==> src/hw/rtl/hoi_pkg.sv <==
// shared types and constants of the hierarchical occupancy index
package hoi_pkg;

	localparam int MaxLevels = 3;
	localparam int MaxBranch = 16;
	localparam int IdxW      = 4;
	localparam int CountW    = 13;
	localparam int CountMax  = 4096;
	localparam int LeafDepth = MaxBranch * MaxBranch;
	localparam int LeafAw    = 8;
	localparam int AddrW     = 4;

	typedef enum logic [2:0] {
		FUNC_TEST   = 3'd0,
		FUNC_INSERT = 3'd1,
		FUNC_ERASE  = 3'd2,
		FUNC_NEXT   = 3'd3,
		FUNC_PREV   = 3'd4,
		FUNC_CLEAR  = 3'd5
	} func_t;

	localparam logic [1:0] REG_LEVELS  = 2'd0;
	localparam logic [1:0] REG_BRANCH0 = 2'd1;
	localparam logic [1:0] REG_BRANCH1 = 2'd2;
	localparam logic [1:0] REG_BRANCH2 = 2'd3;

	typedef struct packed {
		logic [2:0]      func;
		logic [IdxW-1:0] index_level0;
		logic [IdxW-1:0] index_level1;
		logic [IdxW-1:0] index_level2;
		logic            inclusive;
	} cmd_t;

	typedef struct packed {
		logic              hit;
		logic              changed;
		logic [IdxW-1:0]   found_level0;
		logic [IdxW-1:0]   found_level1;
		logic [IdxW-1:0]   found_level2;
		logic [CountW-1:0] entry_count;
	} res_t;

	// geometry after saturation
	typedef struct packed {
		logic [1:0]      levels;
		logic [IdxW-1:0] max0;
		logic [IdxW-1:0] max1;
		logic [IdxW-1:0] max2;
	} geom_t;

	typedef enum logic [3:0] {
		ST_IDLE,
		ST_CLEAR,
		ST_RD,
		ST_WAIT,
		ST_EVAL,
		ST_WRITE,
		ST_FIND,
		ST_DONE
	} state_t;

	function automatic logic [IdxW-1:0] sat_max(input logic [4:0] b);
		logic [4:0] c;
		c = b;
		if (c < 5'd2) c = 5'd2;
		if (c > 5'(MaxBranch)) c = 5'(MaxBranch);
		return IdxW'(c - 5'd1);
	endfunction

	// lowest set bit at or above pos, limited to max; found flag in msb
	function automatic logic [IdxW:0] scan_up(input logic [MaxBranch-1:0] m,
			input logic [IdxW-1:0] pos, input logic [IdxW-1:0] lim);
		logic [IdxW:0] r;
		r = '0;
		for (int i = MaxBranch - 1; i >= 0; i--) begin
			if (m[i] && IdxW'(i) >= pos && IdxW'(i) <= lim) r = {1'b1, IdxW'(i)};
		end
		return r;
	endfunction

	function automatic logic [IdxW:0] scan_down(input logic [MaxBranch-1:0] m,
			input logic [IdxW-1:0] pos);
		logic [IdxW:0] r;
		r = '0;
		for (int i = 0; i < MaxBranch; i++) begin
			if (m[i] && IdxW'(i) <= pos) r = {1'b1, IdxW'(i)};
		end
		return r;
	endfunction

endpackage

==> src/hw/rtl/hoi_ram.sv <==
// generic single-port ram with registered read
module hoi_ram #(
	parameter int Width = 16,
	parameter int Depth = 16
) (
	input  logic                     clk,
	input  logic                     we,
	input  logic [$clog2(Depth)-1:0] addr,
	input  logic [Width-1:0]         wdata,
	output logic [Width-1:0]         rdata
);

	logic [Width-1:0] mem [Depth];

	always_ff @(posedge clk) begin
		if (we) mem[addr] <= wdata;
		rdata <= mem[addr];
	end

endmodule

==> src/hw/rtl/hoi_cfg.sv <==
// apb register file holding geometry
module hoi_cfg (
	input  logic                clk,
	input  logic                arst_n,
	input  logic                psel,
	input  logic                penable,
	input  logic                pwrite,
	input  logic [3:0]          paddr,
	input  logic [31:0]         pwdata,
	output logic [31:0]         prdata,
	output logic                pready,
	output hoi_pkg::geom_t      geom
);

	logic [1:0] levels_q;
	logic [4:0] br0_q, br1_q, br2_q;
	logic [1:0] sel;

	assign sel = paddr[3:2];
	assign pready = 1'b1;

	always_ff @(posedge clk or negedge arst_n) begin
		if (!arst_n) begin
			levels_q <= 2'd3;
			br0_q <= 5'd16;
			br1_q <= 5'd16;
			br2_q <= 5'd16;
		end else if (psel && penable && pwrite) begin
			case (sel)
				hoi_pkg::REG_LEVELS:  levels_q <= pwdata[1:0];
				hoi_pkg::REG_BRANCH0: br0_q <= pwdata[4:0];
				hoi_pkg::REG_BRANCH1: br1_q <= pwdata[4:0];
				hoi_pkg::REG_BRANCH2: br2_q <= pwdata[4:0];
				default: ;
			endcase
		end
	end

	always_comb begin
		case (sel)
			hoi_pkg::REG_LEVELS:  prdata = {30'd0, levels_q};
			hoi_pkg::REG_BRANCH0: prdata = {27'd0, br0_q};
			hoi_pkg::REG_BRANCH1: prdata = {27'd0, br1_q};
			default:              prdata = {27'd0, br2_q};
		endcase
	end

	always_comb begin
		geom.levels = (levels_q == 2'd0) ? 2'd1 : levels_q;
		geom.max0 = hoi_pkg::sat_max(br0_q);
		geom.max1 = hoi_pkg::sat_max(br1_q);
		geom.max2 = hoi_pkg::sat_max(br2_q);
	end

endmodule

==> src/hw/rtl/hoi_ctrl.sv <==
// sequencer: read-modify-write of the three bitmap levels and the find walk
module hoi_ctrl (
	input  logic                          clk,
	input  logic                          arst_n,
	input  hoi_pkg::geom_t                geom,
	input  logic                          start,
	input  hoi_pkg::cmd_t                 cmd,
	output logic                          busy,
	output logic                          done,
	output hoi_pkg::res_t                 res,
	output logic                          leaf_we,
	output logic [hoi_pkg::LeafAw-1:0]    leaf_addr,
	output logic [hoi_pkg::MaxBranch-1:0] leaf_wdata,
	input  logic [hoi_pkg::MaxBranch-1:0] leaf_rdata,
	output logic                          mid_we,
	output logic [hoi_pkg::AddrW-1:0]     mid_addr,
	output logic [hoi_pkg::MaxBranch-1:0] mid_wdata,
	input  logic [hoi_pkg::MaxBranch-1:0] mid_rdata
);

	localparam int IW = hoi_pkg::IdxW;
	localparam int BW = hoi_pkg::MaxBranch;

	hoi_pkg::state_t state_q, state_d;
	logic [BW-1:0] top_q;
	logic [hoi_pkg::CountW-1:0] count_q;
	logic [hoi_pkg::LeafAw-1:0] clr_q;
	logic boot_q;
	logic [2:0] func_q;
	logic incl_q, fwd_q;
	logic [1:0] n_q;
	logic [IW-1:0] k0_q, k1_q, k2_q;
	logic [BW-1:0] leafv_q, midv_q;
	logic hit_q, changed_q, keep_q;
	// find walk: level being scanned and whether its own key is skipped
	logic [1:0] lv_q;
	logic excl_q, walk_q;
	logic clearing, is_find;

	// start extreme of a level: zero going up, maximum going down
	function automatic logic [IW-1:0] ext(input logic f, input logic [IW-1:0] mx);
		return f ? '0 : mx;
	endfunction

	// saturated key inputs
	logic [IW-1:0] s0, s1, s2;
	always_comb begin
		s0 = (cmd.index_level0 > geom.max0) ? geom.max0 : cmd.index_level0;
		s1 = (geom.levels < 2'd2) ? '0 :
			(cmd.index_level1 > geom.max1) ? geom.max1 : cmd.index_level1;
		s2 = (geom.levels < 2'd3) ? '0 :
			(cmd.index_level2 > geom.max2) ? geom.max2 : cmd.index_level2;
	end

	assign clearing = state_q == hoi_pkg::ST_CLEAR;
	assign busy = state_q != hoi_pkg::ST_IDLE;
	assign leaf_addr = clearing ? clr_q : {k2_q, k1_q};
	assign mid_addr  = clearing ? clr_q[hoi_pkg::AddrW-1:0] : k2_q;
	assign is_find = func_q == 3'(hoi_pkg::FUNC_NEXT) || func_q == 3'(hoi_pkg::FUNC_PREV);

	// presence along path
	logic b_top, b_mid, b_leaf, pres;
	always_comb begin
		b_top  = top_q[k2_q];
		b_mid  = midv_q[k1_q];
		b_leaf = leafv_q[k0_q];
		case (n_q)
			2'd1:    pres = b_leaf;
			2'd2:    pres = b_mid && b_leaf;
			default: pres = b_top && b_mid && b_leaf;
		endcase
	end

	// find helpers for the current level; a bitmap only counts when its path is set
	logic [BW-1:0] map_l;
	logic [IW-1:0] key_l, max_l, pos_l;
	logic [IW:0] sc;
	logic live_l, empty_l, found_l, last_lv;
	always_comb begin
		case (lv_q)
			2'd0: begin
				map_l = leafv_q; key_l = k0_q; max_l = geom.max0;
				live_l = (n_q < 2'd2 || b_mid) && (n_q < 2'd3 || b_top);
			end
			2'd1: begin
				map_l = midv_q; key_l = k1_q; max_l = geom.max1;
				live_l = n_q < 2'd3 || b_top;
			end
			default: begin
				map_l = top_q; key_l = k2_q; max_l = geom.max2;
				live_l = 1'b1;
			end
		endcase
		empty_l = excl_q && (fwd_q ? key_l == max_l : key_l == '0);
		if (!excl_q) pos_l = key_l;
		else pos_l = fwd_q ? key_l + IW'(1) : key_l - IW'(1);
		sc = fwd_q ? hoi_pkg::scan_up(map_l, pos_l, max_l)
			: hoi_pkg::scan_down(map_l, pos_l);
		found_l = sc[IW] && live_l && !empty_l;
	end

	assign last_lv = lv_q == n_q - 2'd1;

	always_comb begin
		state_d = state_q;
		leaf_we = 1'b0;
		mid_we = 1'b0;
		leaf_wdata = '0;
		mid_wdata = '0;
		case (state_q)
			hoi_pkg::ST_IDLE: if (start) begin
				state_d = (cmd.func == 3'(hoi_pkg::FUNC_CLEAR)) ?
					hoi_pkg::ST_CLEAR : hoi_pkg::ST_RD;
			end
			hoi_pkg::ST_CLEAR: begin
				leaf_we = 1'b1;
				mid_we = clr_q < 8'(BW);
				// the sweep after reset returns no word
				if (clr_q == 8'(hoi_pkg::LeafDepth - 1))
					state_d = boot_q ? hoi_pkg::ST_IDLE : hoi_pkg::ST_DONE;
			end
			hoi_pkg::ST_RD:   state_d = hoi_pkg::ST_WAIT;
			hoi_pkg::ST_WAIT: state_d = walk_q ? hoi_pkg::ST_FIND : hoi_pkg::ST_EVAL;
			hoi_pkg::ST_EVAL: begin
				case (func_q)
					3'(hoi_pkg::FUNC_INSERT), 3'(hoi_pkg::FUNC_ERASE):
						state_d = hoi_pkg::ST_WRITE;
					3'(hoi_pkg::FUNC_NEXT), 3'(hoi_pkg::FUNC_PREV):
						state_d = hoi_pkg::ST_FIND;
					default: state_d = hoi_pkg::ST_DONE;
				endcase
			end
			hoi_pkg::ST_WRITE: begin
				if (func_q == 3'(hoi_pkg::FUNC_INSERT)) begin
					// fresh subtrees start empty
					leaf_we = 1'b1;
					leaf_wdata = ((n_q >= 2'd2 && !b_mid) || (n_q == 2'd3 && !b_top) ?
						'0 : leafv_q) | (BW'(1) << k0_q);
					mid_we = n_q >= 2'd2;
					mid_wdata = ((n_q == 2'd3 && !b_top) ? '0 : midv_q) | (BW'(1) << k1_q);
				end else if (pres) begin
					leaf_we = 1'b1;
					leaf_wdata = leafv_q & ~(BW'(1) << k0_q);
					mid_we = n_q >= 2'd2 && leaf_wdata == '0;
					mid_wdata = midv_q & ~(BW'(1) << k1_q);
				end
				state_d = hoi_pkg::ST_DONE;
			end
			hoi_pkg::ST_FIND: begin
				if (found_l) state_d = (lv_q == 2'd0) ? hoi_pkg::ST_DONE : hoi_pkg::ST_RD;
				else if (last_lv) state_d = hoi_pkg::ST_DONE;
			end
			hoi_pkg::ST_DONE: state_d = hoi_pkg::ST_IDLE;
			default: state_d = hoi_pkg::ST_IDLE;
		endcase
	end

	always_ff @(posedge clk or negedge arst_n) begin
		if (!arst_n) begin
			state_q <= hoi_pkg::ST_CLEAR;
			top_q <= '0;
			count_q <= '0;
			clr_q <= '0;
			boot_q <= 1'b1;
			done <= 1'b0;
		end else begin
			state_q <= state_d;
			done <= state_q == hoi_pkg::ST_DONE;
			if (state_q == hoi_pkg::ST_IDLE && start) begin
				clr_q <= '0;
				if (cmd.func == 3'(hoi_pkg::FUNC_CLEAR)) begin
					top_q <= '0;
					count_q <= '0;
				end
			end
			if (clearing) clr_q <= clr_q + 8'd1;
			if (clearing && clr_q == 8'(hoi_pkg::LeafDepth - 1)) boot_q <= 1'b0;
			if (state_q == hoi_pkg::ST_WRITE) begin
				if (func_q == 3'(hoi_pkg::FUNC_INSERT)) begin
					if (n_q == 2'd3) top_q <= top_q | (BW'(1) << k2_q);
					if (!b_leaf || (n_q >= 2'd2 && !b_mid) || (n_q == 2'd3 && !b_top))
						if (count_q < 13'(hoi_pkg::CountMax)) count_q <= count_q + 13'd1;
				end else if (pres) begin
					if (count_q != '0) count_q <= count_q - 13'd1;
					if (n_q == 2'd3 && leaf_wdata == '0 && mid_wdata == '0)
						top_q <= top_q & ~(BW'(1) << k2_q);
				end
			end
		end
	end

	always_ff @(posedge clk) begin
		case (state_q)
			hoi_pkg::ST_IDLE: if (start) begin
				func_q <= cmd.func;
				incl_q <= cmd.inclusive;
				fwd_q <= cmd.func == 3'(hoi_pkg::FUNC_NEXT);
				n_q <= geom.levels;
				k0_q <= s0;
				k1_q <= s1;
				k2_q <= s2;
				hit_q <= 1'b0;
				changed_q <= 1'b0;
				keep_q <= cmd.func <= 3'(hoi_pkg::FUNC_PREV);
				lv_q <= '0;
				excl_q <= 1'b0;
				walk_q <= 1'b0;
			end
			hoi_pkg::ST_WAIT: begin
				leafv_q <= leaf_rdata;
				midv_q <= (n_q >= 2'd2) ? mid_rdata : '0;
			end
			hoi_pkg::ST_EVAL: begin
				if (func_q <= 3'(hoi_pkg::FUNC_ERASE)) hit_q <= pres;
				if (is_find) begin
					// strict search skips the start key at level 0
					walk_q <= 1'b1;
					lv_q <= '0;
					excl_q <= !incl_q;
				end
			end
			hoi_pkg::ST_WRITE: changed_q <= func_q == 3'(hoi_pkg::FUNC_INSERT) ?
				(!b_leaf || (n_q >= 2'd2 && !b_mid) || (n_q == 2'd3 && !b_top)) : pres;
			hoi_pkg::ST_FIND: begin
				if (found_l) begin
					excl_q <= 1'b0;
					case (lv_q)
						2'd0: begin k0_q <= sc[IW-1:0]; hit_q <= 1'b1; end
						2'd1: begin
							k1_q <= sc[IW-1:0];
							k0_q <= ext(fwd_q, geom.max0);
							lv_q <= 2'd0;
						end
						default: begin
							k2_q <= sc[IW-1:0];
							k1_q <= ext(fwd_q, geom.max1);
							lv_q <= 2'd1;
						end
					endcase
				end else if (!last_lv) begin
					// nothing left in this bitmap: climb and skip the parent key
					lv_q <= lv_q + 2'd1;
					excl_q <= 1'b1;
				end
			end
			default: ;
		endcase
	end

	// not-found tuple is all zeros (next) or maxima (prev)
	always_comb begin
		res.hit = hit_q;
		res.changed = changed_q;
		res.entry_count = count_q;
		if (!keep_q) begin
			res.found_level0 = '0;
			res.found_level1 = '0;
			res.found_level2 = '0;
		end else if (is_find && !hit_q) begin
			res.found_level0 = ext(fwd_q, geom.max0);
			res.found_level1 = n_q >= 2'd2 ? ext(fwd_q, geom.max1) : '0;
			res.found_level2 = n_q == 2'd3 ? ext(fwd_q, geom.max2) : '0;
		end else begin
			res.found_level0 = k0_q;
			res.found_level1 = k1_q;
			res.found_level2 = k2_q;
		end
	end

	assert property (@(posedge clk) disable iff (!arst_n) done |-> !busy)
		else $error("result while busy");
	assert property (@(posedge clk) disable iff (!arst_n)
		count_q <= 13'(hoi_pkg::CountMax)) else $error("count overflow");
	assert property (@(posedge clk) disable iff (!arst_n)
		(state_q == hoi_pkg::ST_IDLE && start) |=> busy) else $error("start lost");

endmodule

==> src/hw/rtl/hierarchical_occupancy_index.sv <==
// top level of the hierarchical occupancy index
//  channel  | signals                       | handshake
//  command  | start, busy, cmd              | taken when start && !busy
//  result   | done, res                     | one-cycle strobe, no back-pressure
//  config   | psel..pready                  | apb write, pready tied high
// a test reads both memories, waits for the registered data and evaluates; inserts and
// erases add a write back, and busy stays high until the done state has passed
// finds add a scan step for each bitmap scanned and a read and a wait for each child bitmap read
// clear all sweeps the 256-entry leaf memory
// reset starts the same sweep with busy high, so the set comes up empty
module hierarchical_occupancy_index (
	input  logic          clk,
	input  logic          arst_n,
	input  logic          start,
	input  hoi_pkg::cmd_t cmd,
	output logic          busy,
	output logic          done,
	output hoi_pkg::res_t res,
	input  logic          psel,
	input  logic          penable,
	input  logic          pwrite,
	input  logic [3:0]    paddr,
	input  logic [31:0]   pwdata,
	output logic [31:0]   prdata,
	output logic          pready
);

	hoi_pkg::geom_t geom;
	logic leaf_we, mid_we;
	logic [hoi_pkg::LeafAw-1:0] leaf_addr;
	logic [hoi_pkg::AddrW-1:0] mid_addr;
	logic [hoi_pkg::MaxBranch-1:0] leaf_wdata, leaf_rdata, mid_wdata, mid_rdata;

	hoi_cfg u_cfg (.clk, .arst_n, .psel, .penable, .pwrite, .paddr, .pwdata,
		.prdata, .pready, .geom);

	hoi_ram #(.Width(hoi_pkg::MaxBranch), .Depth(hoi_pkg::LeafDepth)) u_leaf (
		.clk, .we(leaf_we), .addr(leaf_addr), .wdata(leaf_wdata), .rdata(leaf_rdata));

	hoi_ram #(.Width(hoi_pkg::MaxBranch), .Depth(hoi_pkg::MaxBranch)) u_mid (
		.clk, .we(mid_we), .addr(mid_addr), .wdata(mid_wdata), .rdata(mid_rdata));

	hoi_ctrl u_ctrl (.clk, .arst_n, .geom, .start, .cmd, .busy, .done, .res,
		.leaf_we, .leaf_addr, .leaf_wdata, .leaf_rdata,
		.mid_we, .mid_addr, .mid_wdata, .mid_rdata);

endmodule
==> config.mk <==
export PLATFORM = sky130hd
export DESIGN_NAME = hierarchical_occupancy_index
export DESIGN_NICKNAME = d
export VERILOG_FILES = /design/src/hw/rtl/hoi_pkg.sv /design/src/hw/rtl/hoi_ram.sv /design/src/hw/rtl/hoi_cfg.sv /design/src/hw/rtl/hoi_ctrl.sv /design/src/hw/rtl/hierarchical_occupancy_index.sv
export SDC_FILE = /design/constraint.sdc
export NUM_CORES = 2
export LEC_CHECK = 0
export BUFFER_PORTS_ARGS = -buffer_cell sky130_fd_sc_hd__buf_2
export CAP_MARGIN = 20
export CORE_MARGIN = 4
export CORE_UTILIZATION = 50
export CTS_BUF_LIST = sky130_fd_sc_hd__clkbuf_8
export DETAILED_ROUTE_END_ITERATION = 7
export PLACE_DENSITY_LB_ADDON = 0.3
export SLEW_MARGIN = 20
export SYNTH_ARGS = -nofsm -noshare
export SYNTH_HDL_FRONTEND = slang
export SYNTH_MEMORY_MAX_BITS = 65536
export SYNTH_SLANG_ARGS = --single-unit
==> constraint.sdc <==
create_clock -name clk -period 23.3 [get_ports clk]
set_input_delay 4.66 -clock clk [delete_from_list [all_inputs] [get_ports clk]]
set_output_delay 4.66 -clock clk [all_outputs]
set_load 0.01 [all_outputs]
==> results.sh <==
export IMPL_rows=217
export IMPL_drc=2
export IMPL_dr_pass1_iters=8
export IMPL_synthArstFlopShare_pct=1.31
export IMPL_drt_iter0_markers=13100
export IMPL_leakagePower_nw=59.4
export IMPL_die_h_um=602
export IMPL_drv_cap=0
export IMPL_path_class="in2out"
export IMPL_nets=9490
export IMPL_hp_class="reg2reg"
export IMPL_multi_input_area_sq_um=40000
export IMPL_grt_util_all_layers_pct=25.0
export IMPL_ys_top_cells_by_area="edfxtp_1 (75%), mux4_2 (13%), a22oi_1 (2.2%), a21oi_1 (1.1%), nor2_1 (0.77%)"
export IMPL_synth_area_per_cell_sq_um=20.1
export IMPL_cts_resized=0
export IMPL_critPathArrivalTime_ns=5.55
export IMPL_ant_nets=0
export IMPL_cts_made_buffers=695
export IMPL_ys_types=100
export IMPL_fin_worst_skew_ns=0.0874
export IMPL_ys_ff_latch=4501
export IMPL_maxSlewHeadroom_pct=13.7
export IMPL_ctsRootBufferMaster="clkbuf_8"
export IMPL_final_common_cell="edfxtp_1"
export IMPL_violations="design-rule violations"
export IMPL_worstPathRequired_ns=18.64
export IMPL_via_count=93100
export IMPL_port_buffers=62
export IMPL_clock_latency_ns=1.21
export IMPL_worstSetupEndpoint="prdata[4]"
export IMPL_finalMaxSlewViolations=0
export IMPL_ys_flop_type="edfxtp_1"
export IMPL_worst_pin_slew_ns=1.28
export IMPL_outcome="finished, violations left"
export IMPL_critPathLaunch="paddr[2]"
export IMPL_wl_per_cell_um=31.4
export IMPL_power_w=0.0222
export IMPL_seqCellArea_sq_um=135000
export IMPL_core_sq_um=351000
export IMPL_syn2layout_area_growth_pct=11.6
export IMPL_dieArea_sq_um=363000
export IMPL_ys_seq_area_share_pct=76.2
export IMPL_pre_cts_slack_ns=13.10
export IMPL_start_util_pct=50.4
export IMPL_r2r_end="u_leaf.rdata[2]"
export IMPL_ys_warnings_count=0
export IMPL_grt_overflow=0
export IMPL_cts_tree="done"
export IMPL_place_gp_congestion=0.868
export IMPL_p_per_area_nw_per_um2=113
export IMPL_cts_buffer_depth=4
export IMPL_finalWirelength_mm=460
export IMPL_grt_pass1_wl_mm=662
export IMPL_final_hold_violation_count=0
export IMPL_drive_gt1_share_pct=25.6
export IMPL_syn_inst=8784
export IMPL_post_cts_buffers=0
export IMPL_cts_htree_levels=6
export IMPL_fill_cells=25900
export IMPL_min_period_ns=10.21
export IMPL_fmax_mhz=98.0
export IMPL_grt_max_degree=217
export IMPL_io_pin_count=120
export IMPL_min_period_over_period_pct=43.8
export IMPL_fin_ws_ns=13.09
export IMPL_cts_sinks=4501
export IMPL_final_core_util_pct=56.2
export IMPL_die_w_um=602
export IMPL_layout_cells_most_common_list="edfxtp_1 (4,410), mux4_2 (1,032), clkbuf_8 (718)"
export IMPL_finalSetupTns_ns=0
export IMPL_start_kind="input port"
export IMPL_synth_edf_count=4410
export IMPL_first_global_vias=93000
export IMPL_syn_area_sq_um=177000
export IMPL_antenna_found_initial=20
export IMPL_worstRegToRegCells=16
export IMPL_setup_viol=0
export IMPL_r2r_slack_ns=14.93
export IMPL_cts_hold_buf=0
export IMPL_synth_top_area_share_pct=75.0
export IMPL_peakVddDrop_mv=0.0890
export IMPL_rsz0062_at_grt="no"
export IMPL_timing_rr_start="u_ctrl.state_q[2]"
export IMPL_cp_max_fo=9
export IMPL_cp_end_kind="primary output"
export IMPL_clk_pin_slew_worst_paths_ns=0.06
export IMPL_hpwl_mm=264
export IMPL_yosysTopAreaCell="edfxtp_1"
export IMPL_via_per_inst=6.35
-- how the worst min path moves through the flow --
stage                         start                 to  slack [ns]  cells after the start
detailed placement  u_leaf.rdata[4]  u_ctrl.leafv_q[4]        0.40                      0
global route        u_leaf.rdata[4]  u_ctrl.leafv_q[4]        0.41                      0
floorplan           u_leaf.rdata[0]  u_ctrl.leafv_q[0]        0.39                      0
CTS                 u_leaf.rdata[4]  u_ctrl.leafv_q[4]        0.41                      0
global placement    u_leaf.rdata[7]  u_ctrl.leafv_q[7]        0.40                      0
finish              u_leaf.rdata[4]  u_ctrl.leafv_q[4]        0.42                      0
-- synth_stat cells (all sizes together), types with 24 or more instances --
library cell / number
a211oi: 90
a21oi: 381
a22oi: 524
a311oi: 33
a31oi: 50
and2: 91
buf: 257
clkbuf: 327
dfrtp: 52
dfxtp: 32
edfxtp: 4410
ha: 25
inv: 46
mux4: 1036
nand2: 285
nand2b: 31
nand3: 48
nand4: 36
nor2: 363
nor2b: 53
nor3: 37
nor4: 44
o21ai: 183
o22ai: 24
-- layer usage --
metal,vias to the layer above,global-route usage [%],share of wire [%]
li1,38000,-,-
met1,48900,35.3,39
met2,5260,38.2,47
met3,841,5.97,11
met4,16,8.99,3.7
met5,-,0,0.023
-- final cells by class --
class	instances	share of cell area, %
multi-input combinational	3676	20.3
sequential	4501	68.3
clock buffer	718	5.02
inverter	49	0.0934
timing repair buffer	483	1.97
clock inverter	505	1.30
antenna	14	0.0178
tap	4708	2.99
-- registers in the layout, indices dropped and copies added (netlist names), 13 cells and up --
register	cells
u_ctrl.leafv_q	16
u_mid.rdata	16
u_leaf.rdata	16
u_mid.mem	256
u_ctrl.midv_q	16
u_ctrl.top_q	16
u_ctrl.count_q	13
u_leaf.mem	4096
-- kinds of logic (layout without fill, tap and decap cells) --
| family | after synthesis | in the layout | synth area share [%] |
|---|---|---|---|
| compound gates | 1455 | 1455 | 5.47 |
| xor+xnor | 18 | 18 | 0.0999 |
| fa+ha+maj | 26 | 26 | 0.189 |
| buf+inv | 633 | 1755 | 1.67 |
| flops | 4501 | 4501 | 76.2 |
| mux | 1069 | 1069 | 13.4 |
| other cells | 2 | 42 | 0.00425 |
| simple gates | 1080 | 1080 | 2.92 |
-- stage by stage --
stage / cell area [sq um] / instances / hold slack (ns)
2_1_floorplan: 177000 / 8810 / 0.386
3_3_place_gp: 184000 / 13400 / 0.395
3_5_place_dp: 184000 / 13400 / 0.403
4_1_cts: 197000 / 14600 / 0.408
5_1_grt: 197000 / 14600 / 0.405
6_report: 197000 / 14700 / 0.420
-- report_power, final --
| part | internal, W | switching, W | total [W] | leakage (nW) |
|---|---|---|---|---|
| combinational | 0.00266 | 0.00429 | 0.00694 | 14.1 |
| sequential | 0.00913 | 0.000181 | 0.00931 | 38.1 |
| clock | 0.00298 | 0.00301 | 0.00600 | 7.18 |
| total | 0.0148 | 0.00748 | 0.0222 | 59.4 |
-- worst max-delay path, stage by stage --
cell,delay [ns]
buf_2,0.20
mux2_2,0.37
a22o_1,0.18
buf_2,0.14
(Power assumes the default switching activity.)
